`src/rtl/dlr_pkg.sv`:
```
// Shared types for the DDA line rasterizer: controller command and
// datapath status bundles. No dependencies.
`timescale 1ns / 1ps

package dlr_pkg;

  typedef struct packed {
    logic start_load;  // accepted start request: load endpoints, emit first point
    logic prep;        // form |d| and k, seed the dividers
    logic div_step;    // one quotient bit per divider
    logic finish;      // load increments and step count
    logic step;        // accepted step request
  } dlr_cmd_t;

  typedef struct packed {
    logic zero_len;    // endpoints of the offered request coincide
    logic out_hold;    // result register full and not taken this cycle
  } dlr_status_t;

endpackage

```
`src/rtl/dlr_in_if.sv`:
```
// Request channel of the line rasterizer: valid/ready plus command and endpoints.
// Standalone; no package dependency.
`timescale 1ns / 1ps

interface dlr_in_if #(
  parameter int COORD_BITS = 12
);
  logic                         valid;
  logic                         ready;
  logic                         func;
  logic signed [COORD_BITS-1:0] x_start;
  logic signed [COORD_BITS-1:0] y_start;
  logic signed [COORD_BITS-1:0] x_end;
  logic signed [COORD_BITS-1:0] y_end;

  modport source (output valid, func, x_start, y_start, x_end, y_end, input ready);
  modport sink   (input valid, func, x_start, y_start, x_end, y_end, output ready);
endinterface

```
`src/rtl/dlr_out_if.sv`:
```
// Point channel of the line rasterizer: valid/ready plus point and last flag.
// Standalone; no package dependency.
`timescale 1ns / 1ps

interface dlr_out_if #(
  parameter int COORD_BITS = 12
);
  logic                         valid;
  logic                         ready;
  logic signed [COORD_BITS-1:0] px;
  logic signed [COORD_BITS-1:0] py;
  logic                         last_point;

  modport source (output valid, px, py, last_point, input ready);
  modport sink   (input valid, px, py, last_point, output ready);
endinterface

```
`src/rtl/dda_line_rasterizer_core.sv`:
```
// DDA line rasterizer. A start request (func = 0) loads both endpoints and
// returns the first point at once; the per-step increments are then formed by
// two radix-2 dividers, one quotient bit per cycle, and the block takes no new
// request until they finish (a zero-length line skips the division and returns
// a single point marked last). Each step request (func = 1) returns the next
// point, rounded half up, so a line of k = max(|dx|,|dy|) returns k+1 points,
// the final one with last_point set; steps beyond the end return nothing. A
// request is taken while no division is running and the result register is
// empty or being read in the same cycle.
// Depends on dlr_pkg, dlr_in_if, dlr_out_if, dlr_ctrl and dlr_dpath.
`timescale 1ns / 1ps

module dda_line_rasterizer_core #(
  parameter int COORD_BITS = 12,
  parameter int FRAC_BITS  = 16
) (
  input  logic      clk,
  input  logic      rst,
  dlr_in_if.sink    line_req,
  dlr_out_if.source point
);
  import dlr_pkg::*;

  dlr_cmd_t    cmd;
  dlr_status_t status;

  dlr_ctrl #(.FRAC_BITS(FRAC_BITS)) u_ctrl (
    .clk      (clk),
    .rst      (rst),
    .in_valid (line_req.valid),
    .in_func  (line_req.func),
    .in_ready (line_req.ready),
    .status   (status),
    .cmd      (cmd)
  );

  dlr_dpath #(.COORD_BITS(COORD_BITS), .FRAC_BITS(FRAC_BITS)) u_dpath (
    .clk        (clk),
    .rst        (rst),
    .cmd        (cmd),
    .status     (status),
    .x_start    (line_req.x_start),
    .y_start    (line_req.y_start),
    .x_end      (line_req.x_end),
    .y_end      (line_req.y_end),
    .out_valid  (point.valid),
    .out_ready  (point.ready),
    .px         (point.px),
    .py         (point.py),
    .last_point (point.last_point)
  );

endmodule

```
`src/rtl/dlr_div.sv`:
```
// Restoring radix-2 divider for the per-step increment: one quotient bit a cycle.
// Computes floor(num * 2^QW / den) for num <= den. No package dependency.
`timescale 1ns / 1ps

module dlr_div #(
  parameter int DW = 12,
  parameter int QW = 16
) (
  input  logic          clk,
  input  logic          init,
  input  logic          step,
  input  logic [DW-1:0] num,
  input  logic [DW-1:0] den,
  output logic [QW:0]   quot
);

  logic [DW-1:0] den_q;
  logic [DW-1:0] rem;
  logic [DW:0]   rem2;
  logic          ge;
  logic [DW:0]   diff;

  assign rem2 = {rem, 1'b0};
  assign ge   = rem2 >= {1'b0, den_q};
  assign diff = rem2 - {1'b0, den_q};

  always_ff @(posedge clk) begin
    if (init) begin
      den_q <= den;
      // integer bit is one only when num equals den; remainder then zero
      rem   <= (num == den) ? '0 : num;
      quot  <= {{QW{1'b0}}, num == den};
    end else if (step) begin
      rem  <= ge ? diff[DW-1:0] : rem2[DW-1:0];
      quot <= {quot[QW-1:0], ge};
    end
  end

endmodule

```
`src/rtl/dlr_ctrl.sv`:
```
// Controller for the line rasterizer: sequences start, divide and step requests.
// Depends on dlr_pkg for the command and status bundles.
`timescale 1ns / 1ps

module dlr_ctrl #(
  parameter int FRAC_BITS = 16
) (
  input  logic                clk,
  input  logic                rst,
  input  logic                in_valid,
  input  logic                in_func,
  output logic                in_ready,
  input  dlr_pkg::dlr_status_t status,
  output dlr_pkg::dlr_cmd_t    cmd
);
  import dlr_pkg::*;

  localparam int CW = (FRAC_BITS > 1) ? $clog2(FRAC_BITS) : 1;

  typedef enum logic [1:0] {
    IDLE,
    PREP,
    DIV,
    FIN
  } state_t;

  state_t        state;
  logic [CW-1:0] cnt;
  logic          accept;

  assign in_ready = (state == IDLE) && !status.out_hold;
  assign accept   = in_valid && in_ready;

  always_comb begin
    cmd            = '0;
    cmd.start_load = accept && !in_func;
    cmd.step       = accept && in_func;
    cmd.prep       = state == PREP;
    cmd.div_step   = state == DIV;
    cmd.finish     = state == FIN;
  end

  always_ff @(posedge clk) begin
    if (rst) begin
      state <= IDLE;
      cnt   <= '0;
    end else begin
      unique case (state)
        IDLE: begin
          if (accept && !in_func && !status.zero_len) state <= PREP;
        end
        PREP: begin
          state <= DIV;
          cnt   <= CW'(FRAC_BITS - 1);
        end
        DIV: begin
          if (cnt == '0) state <= FIN;
          else cnt <= cnt - 1'b1;
        end
        FIN: state <= IDLE;
        default: state <= IDLE;
      endcase
    end
  end

endmodule

```
`src/rtl/dlr_dpath.sv`:
```
// Datapath for the line rasterizer: endpoint deltas, two dividers, accumulators,
// step counter and the result register. Depends on dlr_pkg and dlr_div.
`timescale 1ns / 1ps

module dlr_dpath #(
  parameter int COORD_BITS = 12,
  parameter int FRAC_BITS  = 16
) (
  input  logic                         clk,
  input  logic                         rst,
  input  dlr_pkg::dlr_cmd_t            cmd,
  output dlr_pkg::dlr_status_t         status,
  input  logic signed [COORD_BITS-1:0] x_start,
  input  logic signed [COORD_BITS-1:0] y_start,
  input  logic signed [COORD_BITS-1:0] x_end,
  input  logic signed [COORD_BITS-1:0] y_end,
  output logic                         out_valid,
  input  logic                         out_ready,
  output logic signed [COORD_BITS-1:0] px,
  output logic signed [COORD_BITS-1:0] py,
  output logic                         last_point
);
  import dlr_pkg::*;

  localparam int C   = COORD_BITS;
  localparam int F   = FRAC_BITS;
  localparam int ACC = C + F;
  localparam int SW  = F + 2;

  logic signed [C:0]     dx, dy;
  logic [C-1:0]          adx, ady, kmax;
  logic [C-1:0]          k_q;
  logic [C-1:0]          steps_left;
  logic                  line_active;
  logic signed [ACC-1:0] x_acc, y_acc;
  logic signed [SW-1:0]  x_step, y_step;
  logic [F:0]            qx, qy;
  logic [SW-1:0]         qx_ext, qy_ext;
  logic                  emit;

  assign status.zero_len = (x_start == x_end) && (y_start == y_end);
  assign status.out_hold = out_valid && !out_ready;

  always_comb begin
    logic [C:0] nx, ny;
    nx   = -dx;
    ny   = -dy;
    adx  = dx[C] ? nx[C-1:0] : dx[C-1:0];
    ady  = dy[C] ? ny[C-1:0] : dy[C-1:0];
    kmax = (adx > ady) ? adx : ady;
  end

  dlr_div #(.DW(C), .QW(F)) u_div_x (
    .clk (clk), .init(cmd.prep), .step(cmd.div_step),
    .num (adx), .den (kmax), .quot(qx)
  );

  dlr_div #(.DW(C), .QW(F)) u_div_y (
    .clk (clk), .init(cmd.prep), .step(cmd.div_step),
    .num (ady), .den (kmax), .quot(qy)
  );

  assign qx_ext = {1'b0, qx};
  assign qy_ext = {1'b0, qy};

  assign emit = cmd.start_load || (cmd.step && line_active);

  always_ff @(posedge clk) begin
    if (rst) begin
      line_active <= 1'b0;
      steps_left  <= '0;
      out_valid   <= 1'b0;
      x_acc       <= '0;
      y_acc       <= '0;
      x_step      <= '0;
      y_step      <= '0;
      last_point  <= 1'b0;
    end else begin
      out_valid <= status.out_hold || emit;
      if (cmd.start_load) begin
        // abandon any line in progress; first point goes out now
        dx          <= {x_end[C-1], x_end} - {x_start[C-1], x_start};
        dy          <= {y_end[C-1], y_end} - {y_start[C-1], y_start};
        x_acc       <= {x_start, {F{1'b0}}};
        y_acc       <= {y_start, {F{1'b0}}};
        x_step      <= '0;
        y_step      <= '0;
        steps_left  <= '0;
        line_active <= 1'b0;
        last_point  <= status.zero_len;
      end else if (cmd.step) begin
        if (line_active) begin
          x_acc      <= x_acc + ACC'(x_step);
          y_acc      <= y_acc + ACC'(y_step);
          steps_left <= steps_left - 1'b1;
          last_point <= steps_left == C'(1);
          if (steps_left == C'(1)) line_active <= 1'b0;
        end
      end
      if (cmd.prep) k_q <= kmax;
      if (cmd.finish) begin
        x_step      <= dx[C] ? -qx_ext : qx_ext;
        y_step      <= dy[C] ? -qy_ext : qy_ext;
        steps_left  <= k_q;
        line_active <= 1'b1;
      end
    end
  end

  // round half up, then saturate to the coordinate range
  always_comb begin
    logic signed [ACC:0] xs, ys;
    logic [C:0]          xr, yr;
    xs = {x_acc[ACC-1], x_acc} + (ACC+1)'(1 << (F - 1));
    ys = {y_acc[ACC-1], y_acc} + (ACC+1)'(1 << (F - 1));
    xr = xs[ACC:F];
    yr = ys[ACC:F];
    if (xr[C] != xr[C-1]) px = xr[C] ? {1'b1, {(C-1){1'b0}}} : {1'b0, {(C-1){1'b1}}};
    else px = xr[C-1:0];
    if (yr[C] != yr[C-1]) py = yr[C] ? {1'b1, {(C-1){1'b0}}} : {1'b0, {(C-1){1'b1}}};
    else py = yr[C-1:0];
  end

endmodule
```
`src/flat_wrapper.sv`:
```
// flat-port wrapper written by rule: the top's interface ports become plain ports
module dda_line_rasterizer_core_flat import dlr_pkg::*;
#(
  parameter int COORD_BITS = 12,
  parameter int FRAC_BITS  = 16
)
  (clk, rst, line_req_valid, line_req_func, line_req_x_start, line_req_y_start, line_req_x_end, line_req_y_end, line_req_ready, point_valid, point_px, point_py, point_last_point, point_ready);
  dlr_in_if #(.COORD_BITS(COORD_BITS)) line_req_i ();
  dlr_out_if #(.COORD_BITS(COORD_BITS)) point_i ();
  input  logic clk;
  input  logic rst;
  input wire logic [$bits(line_req_i.valid)-1:0] line_req_valid;
  input wire logic [$bits(line_req_i.func)-1:0] line_req_func;
  input wire logic [$bits(line_req_i.x_start)-1:0] line_req_x_start;
  input wire logic [$bits(line_req_i.y_start)-1:0] line_req_y_start;
  input wire logic [$bits(line_req_i.x_end)-1:0] line_req_x_end;
  input wire logic [$bits(line_req_i.y_end)-1:0] line_req_y_end;
  output wire logic [$bits(line_req_i.ready)-1:0] line_req_ready;
  output wire logic [$bits(point_i.valid)-1:0] point_valid;
  output wire logic [$bits(point_i.px)-1:0] point_px;
  output wire logic [$bits(point_i.py)-1:0] point_py;
  output wire logic [$bits(point_i.last_point)-1:0] point_last_point;
  input wire logic [$bits(point_i.ready)-1:0] point_ready;
  assign line_req_i.valid = line_req_valid;
  assign line_req_i.func = line_req_func;
  assign line_req_i.x_start = line_req_x_start;
  assign line_req_i.y_start = line_req_y_start;
  assign line_req_i.x_end = line_req_x_end;
  assign line_req_i.y_end = line_req_y_end;
  assign line_req_ready = line_req_i.ready;
  assign point_valid = point_i.valid;
  assign point_px = point_i.px;
  assign point_py = point_i.py;
  assign point_last_point = point_i.last_point;
  assign point_i.ready = point_ready;
  dda_line_rasterizer_core #(.COORD_BITS(COORD_BITS), .FRAC_BITS(FRAC_BITS)) u_core (.clk(clk), .rst(rst), .line_req(line_req_i), .point(point_i));
endmodule
```
`config.mk`:
```
export PLATFORM = sky130hd
export DESIGN_NAME = dda_line_rasterizer_core_flat
export DESIGN_NICKNAME = d
export VERILOG_FILES = /design/src/rtl/dlr_pkg.sv /design/src/rtl/dlr_in_if.sv /design/src/rtl/dlr_out_if.sv /design/src/rtl/dda_line_rasterizer_core.sv /design/src/rtl/dlr_div.sv /design/src/rtl/dlr_ctrl.sv /design/src/rtl/dlr_dpath.sv /design/src/flat_wrapper.sv
export SDC_FILE = /design/constraint.sdc
export NUM_CORES = 1
export LEC_CHECK = 0
export BUFFER_PORTS_ARGS = -buffer_cell sky130_fd_sc_hd__buf_4
export CORE_ASPECT_RATIO = 0.5
export CORE_MARGIN = 3
export CORE_UTILIZATION = 45
export DETAILED_ROUTE_END_ITERATION = 16
export GPL_TIMING_DRIVEN = 0
export PLACE_DENSITY = 0.58
export SLEW_MARGIN = 20
export SYNTH_ARGS = -nofsm -noshare
export SYNTH_HDL_FRONTEND = slang
export SYNTH_SLANG_ARGS = --single-unit
```
`constraint.sdc`:
```
create_clock -name clk -period 4.8 [get_ports clk]
set_clock_uncertainty 0.15 [all_clocks]
set_input_delay 0.24 -clock clk [delete_from_list [all_inputs] [get_ports clk]]
set_output_delay 0.24 -clock clk [all_outputs]
set_load 0.05 [all_outputs]
```
==> run metrics, run 1 <==
unrepaired setup endpoints after global routing=false; most frequent cells in the layout=195 x nor2_1, 158 x a21oi_1, 145 x dfxtp_1; routed vias=13613; Mean Syn Cell Area=8.529 um^2; Die Ht=136.2 um; ys flop type=dfxtp_1; PwrDens=just under 500 nW/um^2; via density per instance=5.741; root cell of the clock tree=clkbuf_16; antenna-violating nets left=0; Seq/Total Area, Yosys=~34%; width of the die=266.5 um; Crit. End Element=register; Achievable Freq=215.8 MHz; final WL=about 45 mm; final setup vio count=0; drt first-iter violations=976; largest net degree at the start of global routing=28; Reg2Reg Depth=15; Die ar.=36310 um^2; clock transition at the registers of the reported paths=0.06 ns; Final Cycle Share=96.56%; Area Growth Syn to Fin=15.01%; CTS Buf Count=23; register bit total from synthesis=between 200 and 250; wire per inst=19.14 um; vias in the first global route=between 10000 and 15000; Post-Syn Nets=1973; relative slew slack=36.03%; share of cells above drive strength 1=7.323%; DRC Markers=0; I/O pins=80; Nets=around 2100; design area=between 15000 and 20000 um^2; Tot GR Track Use=around 25%; critical path launch point type=register; min Tclk post-route=approximately 4.6 ns; status=completed; Max Root-Sink Buffers=3; Final Util=54.00%; Pleak=7.230 nW; Slew @ Worst Pin=roughly 0.96 ns; Mapped Cells=1790; distinct cell type count after synthesis=71; total clock sinks=221; Final Slew Violations=0; initial antenna violation count=0; CTS tree=built; synthesized area=15270 um^2; Hold Crit Class=input port to register; gpl congestion=approximately 0.91; Post-synth EDFFs=76; dpl cell area=16410 um^2; ys async rst share=0%; most common cell after layout, fill and taps aside=nor2_1; Hold Violations, Final=0; Starting Density=46.95%; total core area=32520 um^2; setup TNS=0 ns; Placement Rows=46; port bufs=79; post-DP HPWL=between 30 and 40 mm; diode count=0; top cell type's share of synthesized area=19.01%; Synth area leader=dfxtp_1; Arr. time, crit path=around 4.8 ns; CP required=4.95 ns; Synth area leaders=dfxtp_1 19%, edfxtp_1 15%, ha_1 10%, a21oi_1 5.2%, xnor2_1 5.0%; Clock Latency Late Sink=0.53 ns; DR pass1 iterations=5; total gr overflow=0; worst vdd ir=approximately 0.28 mV; Setup Crit Path Kind=register to register; Min-Delay Path Depth=4; first-pass GRT wire length=71.24 mm; Max Fanout on Critical Path=10; maxcap violations=0; H-tree levels=1; Synth warnings=0
[path summary, 6_finish.rpt]
path	slack [ns]	endpoint	from
setup reg to reg	0.17	u_core.u_dpath.u_div_y.den_q[5]	u_core.u_dpath.dx[0]
hold reg to reg	0.31	u_core.u_dpath.y_acc[10]	u_core.u_dpath.y_acc[10]
hold / removal	0.02	u_core.u_dpath.x_acc[25]	line_req_x_start[9]
setup / recovery	0.17	u_core.u_dpath.u_div_y.den_q[5]	u_core.u_dpath.dx[0]
[Yosys cell counts, types with 4 or more instances]
library cell	number
a31oi_1	24
o41ai_1	12
nand4_1	18
and3_1	27
clkbuf_1	62
edfxtp_1	76
o311ai_0	4
a22oi_1	9
o211ai_1	4
nor2b_1	22
nand4b_1	11
a21boi_0	7
nor3_1	31
xnor2_1	87
xor2_1	67
a2111oi_0	5
or2_2	7
o21a_1	11
ha_1	124
nor4_1	11
o22ai_1	42
nand3_1	30
a211oi_1	32
or3_1	17
a211o_1	4
inv_1	109
a21oi_1	158
nor2_1	196
a21o_1	29
nand2_1	136
fa_1	6
nand2b_1	20
o31ai_1	23
o21bai_1	16
o21ai_0	83
or4_1	5
dfxtp_1	145
mux2i_1	56
and2_1	10
nand3b_1	4
[layout make-up]
class / count / area, um^2
buffer: 70 / 281.5
timing repair buffer: 107 / 873.3
sequential: 221 / 5185
fill: 3051 / 14960
clock inverter: 13 / 229.0
multi-input combinational: 1389 / 9398
tap: 432 / 540.5
clock buffer: 29 / 639.4
inverter: 110 / 412.9
[power breakdown]
| part | leakage, nW | switching (mW) | total, mW | internal (mW) |
|---|---|---|---|---|
| clock | 0.424 | 0.805 | 2.08 | 1.27 |
| combinational | 4.93 | 2.32 | 3.78 | 1.47 |
| sequential | 1.88 | 0.261 | 2.68 | 2.42 |
[worst max-delay path, stage by stage, from the launching register on]
cell      delay [ns]
edfxtp_1        0.37
clkbuf_1        0.23
inv_1           0.20
ha_1            0.22
or4b_4          0.49
o41ai_1         0.33
xor2_1          0.44
inv_1           0.09
ha_1            0.29
nand2_1         0.07
or3_1           0.38
o32a_1          0.30
a21o_1          0.17
buf_6           0.14
buf_2           0.20
mux2i_1         0.34
[through the flow]
step	hold slack [ns]	setup slack (ns)	instances	power (mW)
detailed placement	0.3006	0.2140	2301	6.422
floorplan	0.2627	0.8465	1790	5.409
finish	0.02054	0.1652	2371	8.544
global placement	0.2930	0.2147	2301	6.360
global route	0.03450	0.04297	2371	9.121
CTS	0.008692	0.1314	2371	8.557
[per-layer routing]
metal,global-route usage [%],wire length (um),vias to the layer above
met4,4.103,667,0
li1,-,-,6724
met3,3.074,2481,44
met1,35.73,21550,6490
met5,0,0,-
met2,40.75,20690,355
[repair_timing]
item | in CTS | in global routing
setup buffers | 0 | 0
resized for setup | 0 | 1
hold endpoints to repair | 26 | 0
hold buffers | 28 | 0
endpoints found under the setup margin | 0 | 2
[flip-flops by register name, indices dropped and copies added (netlist names), 2 cells and up]
signal                        cells
u_core.u_ctrl.cnt                 4
u_core.u_ctrl.state               2
u_core.u_dpath.dx                13
u_core.u_dpath.dy                13
u_core.u_dpath.k_q               12
u_core.u_dpath.steps_left        12
u_core.u_dpath.u_div_x.quot      17
u_core.u_dpath.u_div_x.rem       12
u_core.u_dpath.u_div_y.den_q     12
u_core.u_dpath.u_div_y.quot      17
u_core.u_dpath.u_div_y.rem       12
u_core.u_dpath.x_acc             28
u_core.u_dpath.x_step            18
u_core.u_dpath.y_acc             28
u_core.u_dpath.y_step            18
[logic make-up (layout without fill, tap and decap cells)]
family / Yosys count / count (layout) / share of synthesized area (%)
buffers and inverters: 180 / 329 / 4.548
DFF: 221 / 221 / 33.96
muxes: 57 / 57 / 3.745
and+or+nand+nor: 555 / 555 / 17.35
AOI/OAI and AO/OA: 491 / 491 / 20.48
xor gates and xnor gates: 154 / 154 / 8.835
adders and majority gates: 132 / 132 / 11.08
No activity file was read; power rests on OpenSTA's default activity.
==> run 2, diff against run 1 <==
==> constraint.sdc (replaced) <==
create_clock -name clk -period 5.4 [get_ports clk]
set_clock_uncertainty 0.15 [all_clocks]
set_input_delay 0.27 -clock clk [delete_from_list [all_inputs] [get_ports clk]]
set_output_delay 0.27 -clock clk [all_outputs]
set_load 0.05 [all_outputs]
==> run 2 against run 1 <==
Largest cell class unchanged. Highest routed layer unchanged. Register-to-register slack improved by 0.56 ns. Worst hold slack worse by 0.0024 ns. Final area fell by 0.44%.
==> run metrics, run 2 (synthesized netlist as in run 1, its figures left out) <==
Starting Density=46.95% (unchanged); unrepaired setup endpoints after global routing=false; min Tclk post-route=4.677 ns (+0.04206 ns); worst vdd ir=0.2486 mV (-11%); final WL=45.33 mm (-0.12%); post-cts resize count=0 (unchanged); H-tree levels=1 (unchanged); width of the die=266.5 um (unchanged); post-DP HPWL=34.82 mm (unchanged); first-pass GRT wire length=71.09 mm (-0.21%); Final WS setup=0.7232 ns (+0.5579 ns); Max Fanout on Critical Path=10 (unchanged); Slew @ Worst Pin=0.9483 ns (-0.007756 ns); Reg2Reg Depth=15 (unchanged); RR Startpoint=u_core.u_dpath.dx[0]; Die ar.=36310 um^2 (unchanged); I/O pins=80 (unchanged); share of cells above drive strength 1=7.354% (+0.030 points); Arr. time, crit path=4.81 ns (+0.02 ns); PwrDens=434.5 nW/um^2 (-11%); largest net degree at the start of global routing=28 (unchanged); design area=17480 um^2 (-0.44%); Hold Startpoint=line_req_y_start[8]; total core area=32520 um^2 (unchanged); Area Growth Syn to Fin=14.51%; Final Slew Violations=0 (unchanged); Pwr Total=7.596 mW (-11%); Clock Latency Late Sink=0.53 ns (about the same); most frequent cells in the layout=195 x nor2_1, 158 x a21oi_1, 145 x dfxtp_1; layout filler cell count=3054 (+0.098%); WHS Endpoint=u_core.u_dpath.y_acc[24]; Hold WS=0.01813 ns (-0.002408 ns); routed vias=13614 (+0.0073%); Nets=2097 (-0.38%); final setup vio count=0 (unchanged); Crit. End Element=register; critical path launch point type=register; vias in the first global route=12888 (-0.36%); Hold Crit Class=input port to register; Achievable Freq=213.8 MHz (-0.90%); Worst R2R End=u_core.u_dpath.u_div_y.den_q[0]; port bufs=79 (unchanged); maxcap violations=0 (unchanged); r2r setup slk=0.72 ns (+0.56 ns); DR pass1 iterations=5 (unchanged); dpl cell area=16410 um^2 (unchanged); Top Registers=u_core.u_dpath.x_acc x28, u_core.u_dpath.y_acc x28; CTS Buf Count=23 (unchanged); Place WS=0.8140 ns (+0.6000 ns); post-CTS setup buffers=0 (unchanged); DRC Markers=0 (unchanged); Min-Delay Path Depth=3 (-1); total clock sinks=221 (unchanged); CTS tree=built; Placement Rows=46 (unchanged); Pleak=7.192 nW (-0.53%); Setup Crit Path Kind=register to register; drt first-iter violations=972 (-0.41%); setup TNS=0 ns (unchanged); Die Ht=136.2 um (unchanged); total gr overflow=0 (unchanged); clock transition at the registers of the reported paths=0.06 ns (about the same); root cell of the clock tree=clkbuf_16; antenna-violating nets left=0 (unchanged); hold-fix buffer count after cts=20 (-29%); CP required=5.53 ns (+0.58 ns); Tot GR Track Use=24.82% (-0.039 points); gpl congestion=0.9110 (unchanged); status=completed; most common cell after layout, fill and taps aside=nor2_1; via density per instance=5.759 (+0.30%); Hold Violations, Final=0 (unchanged); initial antenna violation count=1 (+1); Final Cycle Share=86.61% (-9.9 points); wire per inst=19.18 um (+0.17%); Max Root-Sink Buffers=3 (unchanged); relative slew slack=36.55% (+0.52 points)
[run 2: worst max-delay path: stages, from the launching register on]
cell and delay [ns]:
edfxtp_1 0.37, clkbuf_1 0.22, inv_1 0.19, ha_1 0.22, or4b_4 0.49, o41ai_1 0.33, xor2_1 0.43, inv_1 0.09
ha_1 0.29, nand2_1 0.07, or3_1 0.38, o32a_1 0.30, a21o_1 0.17, buf_6 0.14, buf_2 0.20, o21ai_0 0.39
[run 2: report_power, final]
group	leakage, nW	internal, mW	switching (mW)	total [mW]
clock network	0.424	1.13	0.718	1.85
registers	1.88	2.15	0.232	2.38
logic	4.89	1.30	2.06	3.36
[run 2: layout make-up]
| type | count | area, um^2 | share of cell area, % |
|---|---|---|---|
| Clock inverter | 13 | 229.0 | 1.310 |
| Timing Repair Buffer | 99 | 793.3 | 4.538 |
| Buffer | 70 | 281.5 | 1.610 |
| Clock buffer | 29 | 639.4 | 3.657 |
| Multi-Input combinational cell | 1389 | 9398 | 53.76 |
| Inverter | 110 | 412.9 | 2.362 |
| Sequential cell | 221 | 5185 | 29.66 |
| Tap cell | 432 | 540.5 | 3.092 |
| Antenna cell | 1 | 2.502 | 0.01431 |
[run 2: metrics by stage]
step,std cells,utilization (%)
floorplan,1790,-
global placement,2301,50.43
detailed placement,2301,50.47
CTS,2363,53.75
global route,2364,53.76
finish,2364,53.76
[run 2: routing by layer]
layer | track usage (%) | share of wire [%] | vias to the layer above
li1 | - | - | 6708
met1 | 35.73 | 48 | 6521
met3 | 2.966 | 4.8 | 43
met4 | 4.377 | 1.5 | 0
met5 | 0 | 0 | -
met2 | 40.56 | 46 | 342
[run 2: worst max path at each step]
stage / startpoint / endpoint / slack (ns)
5_1_grt: u_core.u_dpath.dx[0] / u_core.u_dpath.u_div_y.den_q[0] / 0.54
6_report: u_core.u_dpath.dx[0] / u_core.u_dpath.u_div_y.den_q[0] / 0.72
3_5_place_dp: u_core.u_dpath.dx[0] / u_core.u_dpath.k_q[0] / 0.81
3_3_place_gp: u_core.u_dpath.dx[0] / u_core.u_dpath.k_q[0] / 0.81
2_1_floorplan: u_core.u_dpath.dx[0] / u_core.u_dpath.u_div_y.rem[11] / 1.45
4_1_cts: u_core.u_dpath.dx[0] / u_core.u_dpath.u_div_y.den_q[0] / 0.73
==> run 3, diff against run 2 <==
--- a/config.mk
+++ b/config.mk
@@ -5,6 +5,7 @@
 export SDC_FILE = /design/constraint.sdc
 export NUM_CORES = 1
 export LEC_CHECK = 0
+export ABC_AREA = 1
 export BUFFER_PORTS_ARGS = -buffer_cell sky130_fd_sc_hd__buf_4
 export CORE_ASPECT_RATIO = 0.5
 export CORE_MARGIN = 3
==> run 3 against run 2 <==
Die area increased by 6.0%. Critical path type unchanged. Clock-buffer cell count increased by 3. Sequential power increased by 9.2%. Largest power group unchanged. Combinational power increased by 9.8%. Largest cell class unchanged. Sequential cell count unchanged.
==> run metrics, run 3 <==
Crit. End Element=register; Achievable Freq=232.6 MHz (+8.8%); Slew @ Worst Pin=1.190 ns (+0.2417 ns); Final WS setup=1.100 ns (+0.3767 ns); gpl congestion=0.9327 (+2.4%); I/O pins=80 (unchanged); top cell type's share of synthesized area=17.89% (-1.1 points); Max Fanout on Critical Path=13 (+3); Final Slew Violations=0 (unchanged); Area Growth Syn to Fin=14.42% (about the same); CTS tree=built; Hold Crit Class=input port to register; root cell of the clock tree=clkbuf_16; Clock Latency Late Sink=0.55 ns (+0.02 ns); Synth Area in Adders=10.30% (-0.78 points); most instantiated cells after synthesis=477 x nand2_1, 271 x inv_1, 264 x a21oi_1; Final Cycle Share=79.63% (-7.0 points); final WL=50.17 mm (+11%); post-cts resize count=0 (unchanged); XOR/XNOR Fraction of Synth Area=5.067% (-3.8 points); crit-path max cell delay=0.90 ns (+0.41 ns); area share of and/or/nand/nor cells after synthesis=24.74% (+7.4 points); Placement Rows=48 (+4.3%); total gr overflow=0 (unchanged); maxcap violations=0 (unchanged); min Tclk post-route=4.300 ns (-0.3767 ns); wire per inst=17.16 um (-10%); total core area=35010 um^2 (+7.7%); Post-Syn Nets=2483 (+26%); critical path launch point type=register; CP delay by family, top=buffers and inverters; diode count=0 (-1); Nets=2613 (+25%); clock transition at the registers of the reported paths=0.07 ns (about the same); antenna-violating nets left=0 (unchanged); ys flop type=dfxtp_1; PwrDens=438.6 nW/um^2 (+0.94%); worst path bufs/invs=4 (-1); Die Ht=140.3 um (+2.9%); unrepaired setup endpoints after global routing=false; share of cells above drive strength 1=7.843% (+0.49 points); Compound-Gate Fraction of Synth Area=19.64% (-0.84 points); register bit total from synthesis=221 (unchanged); ys async rst share=0% (unchanged); Seq/Total Area, Yosys=31.96% (-2.0 points); most common cell after layout, fill and taps aside=nand2_1; CP required=5.40 ns (-0.13 ns); Place WS=1.161 ns (+0.3474 ns); CTS Buf Count=24 (+4.3%); total clock sinks=221 (unchanged); Starting Density=46.33% (-0.62 points); Synth area leader=dfxtp_1; port bufs=79 (unchanged); Setup Crit Path Kind=register to register; worst vdd ir=0.2497 mV (+0.46%); placed cell count=2854 (+24%); slowest CP cell=nor2_1; relative slew slack=20.67% (-16 points); Hold Violations, Final=0 (unchanged); Tot GR Track Use=25.86% (+1.0 points); Top Registers=u_core.u_dpath.x_acc x28, u_core.u_dpath.y_acc x28; Synth warnings=0 (unchanged); first-pass GRT wire length=78.92 mm (+11%); width of the die=274.5 um (+3.0%); Final Util=53.01% (-0.75 points); vias in the first global route=14503 (+13%); largest family of logic cells by synthesized area=simple AND/OR/NAND/NOR gates; Pleak=8.457 nW (+18%); DRC Markers=0 (unchanged); distinct cell type count after synthesis=52 (-27%); drt first-iter violations=1151 (+18%); status=completed; synthesized area=16220 um^2 (+6.3%); most frequent cell after synthesis=nand2_1; Synth area leaders=dfxtp_1 18%, edfxtp_1 14%, nand2_1 11%, ha_1 9.6%, a21oi_1 8.1%; most frequent cells in the layout=477 x nand2_1, 271 x inv_1, 264 x a21oi_1; post-DP HPWL=39.77 mm (+14%); Arr. time, crit path=4.30 ns (-0.51 ns); Mean Syn Cell Area=7.053 um^2 (-17%); Mapped Cells=2300 (+28%); Max Root-Sink Buffers=3 (unchanged); final setup vio count=0 (unchanged); H-tree levels=1 (unchanged); fin cells=2923 (+24%); critical path cell sequence=inv_1 > ha_1 > clkbuf_1 > inv_1 > clkbuf_1 > nor2_1; largest net degree at the start of global routing=28 (unchanged); routed vias=15770 (+16%); setup TNS=0 ns (unchanged); mux contribution to synthesized area=0% (-3.7 points); Die ar.=38500 um^2 (+6.0%); initial antenna violation count=1 (unchanged); Post-synth EDFFs=76 (unchanged); via density per instance=5.395 (-6.3%); DR pass1 iterations=5 (unchanged)
[run 3: final timing paths]
path,startpoint,to,slack (ns),depth (start not counted)
worst min register to register,u_core.u_dpath.x_step[2],u_core.u_dpath.x_step[2],0.32,2
worst min-delay path,line_req_x_start[1],u_core.u_dpath.dx[1],0.02,3
worst max register to register,u_core.u_ctrl.state[1],u_core.u_dpath.k_q[1],1.10,6
worst max-delay path,u_core.u_ctrl.state[1],u_core.u_dpath.k_q[1],1.10,6
[run 3: per-stage QoR]
stage	instance area [um^2]	hold WS [ns]	total power [mW]
CTS	18560	0.01531	8.147
global route	18560	0.03867	8.796
global placement	17410	0.3065	6.232
floorplan	16220	0.2879	5.248
detailed placement	17420	0.3111	6.251
finish	18560	0.02411	8.141
[run 3: cell families (layout without fill, tap and decap cells)]
kind of cell | count (synthesis) | in the layout
and+or+nand+nor | 933 | 933
AOI/OAI and AO/OA | 579 | 579
buffers and inverters | 344 | 492
adders and majority gates | 130 | 130
DFF | 221 | 221
xor gates and xnor gates | 93 | 93
[run 3: per-layer routing]
metal | vias to the layer above | share of wire (%) | wire, um | track usage (%)
met5 | - | 0 | 0 | 0
met4 | 0 | 2.5 | 1234 | 5.912
met3 | 64 | 4.6 | 2285 | 2.944
met2 | 336 | 44 | 22140 | 41.27
met1 | 7320 | 49 | 24510 | 37.52
li1 | 8050 | - | - | -
[run 3: where the power goes]
part           internal [mW]  switching, mW  total (mW)
clock network           1.09          0.766        1.86
registers               2.27          0.323        2.60
logic                   1.29           2.40        3.69
total                   4.65           3.49        8.14
[run 3: area by class of cell]
| cell class | count | area [um^2] |
|---|---|---|
| tap | 475 | 594.3 |
| clock inverter | 12 | 136.4 |
| inverter | 275 | 1032 |
| fill | 3570 | 16450 |
| clock buffer | 32 | 755.7 |
| multi-input combinational | 1735 | 9702 |
| timing repair buffer | 104 | 843.3 |
| sequential | 221 | 5185 |
| buffer | 69 | 312.8 |
[run 3: worst reg2reg max path: cells and delay by family, from the launching register on]
kind / cells / cell delay [ns]
adder cells (fa/ha/maj): 1 / 0.65
flip-flops: 1 / 0.34
buffers and inverters: 4 / 1.86
AND/OR/NAND/NOR: 1 / 0.91
[run 3: repair_timing]
| item | CTS | global route |
|---|---|---|
| buffers inserted | 0 | 0 |
| hold buffers | 25 | 0 |
| endpoints found under the hold margin | 25 | 0 |
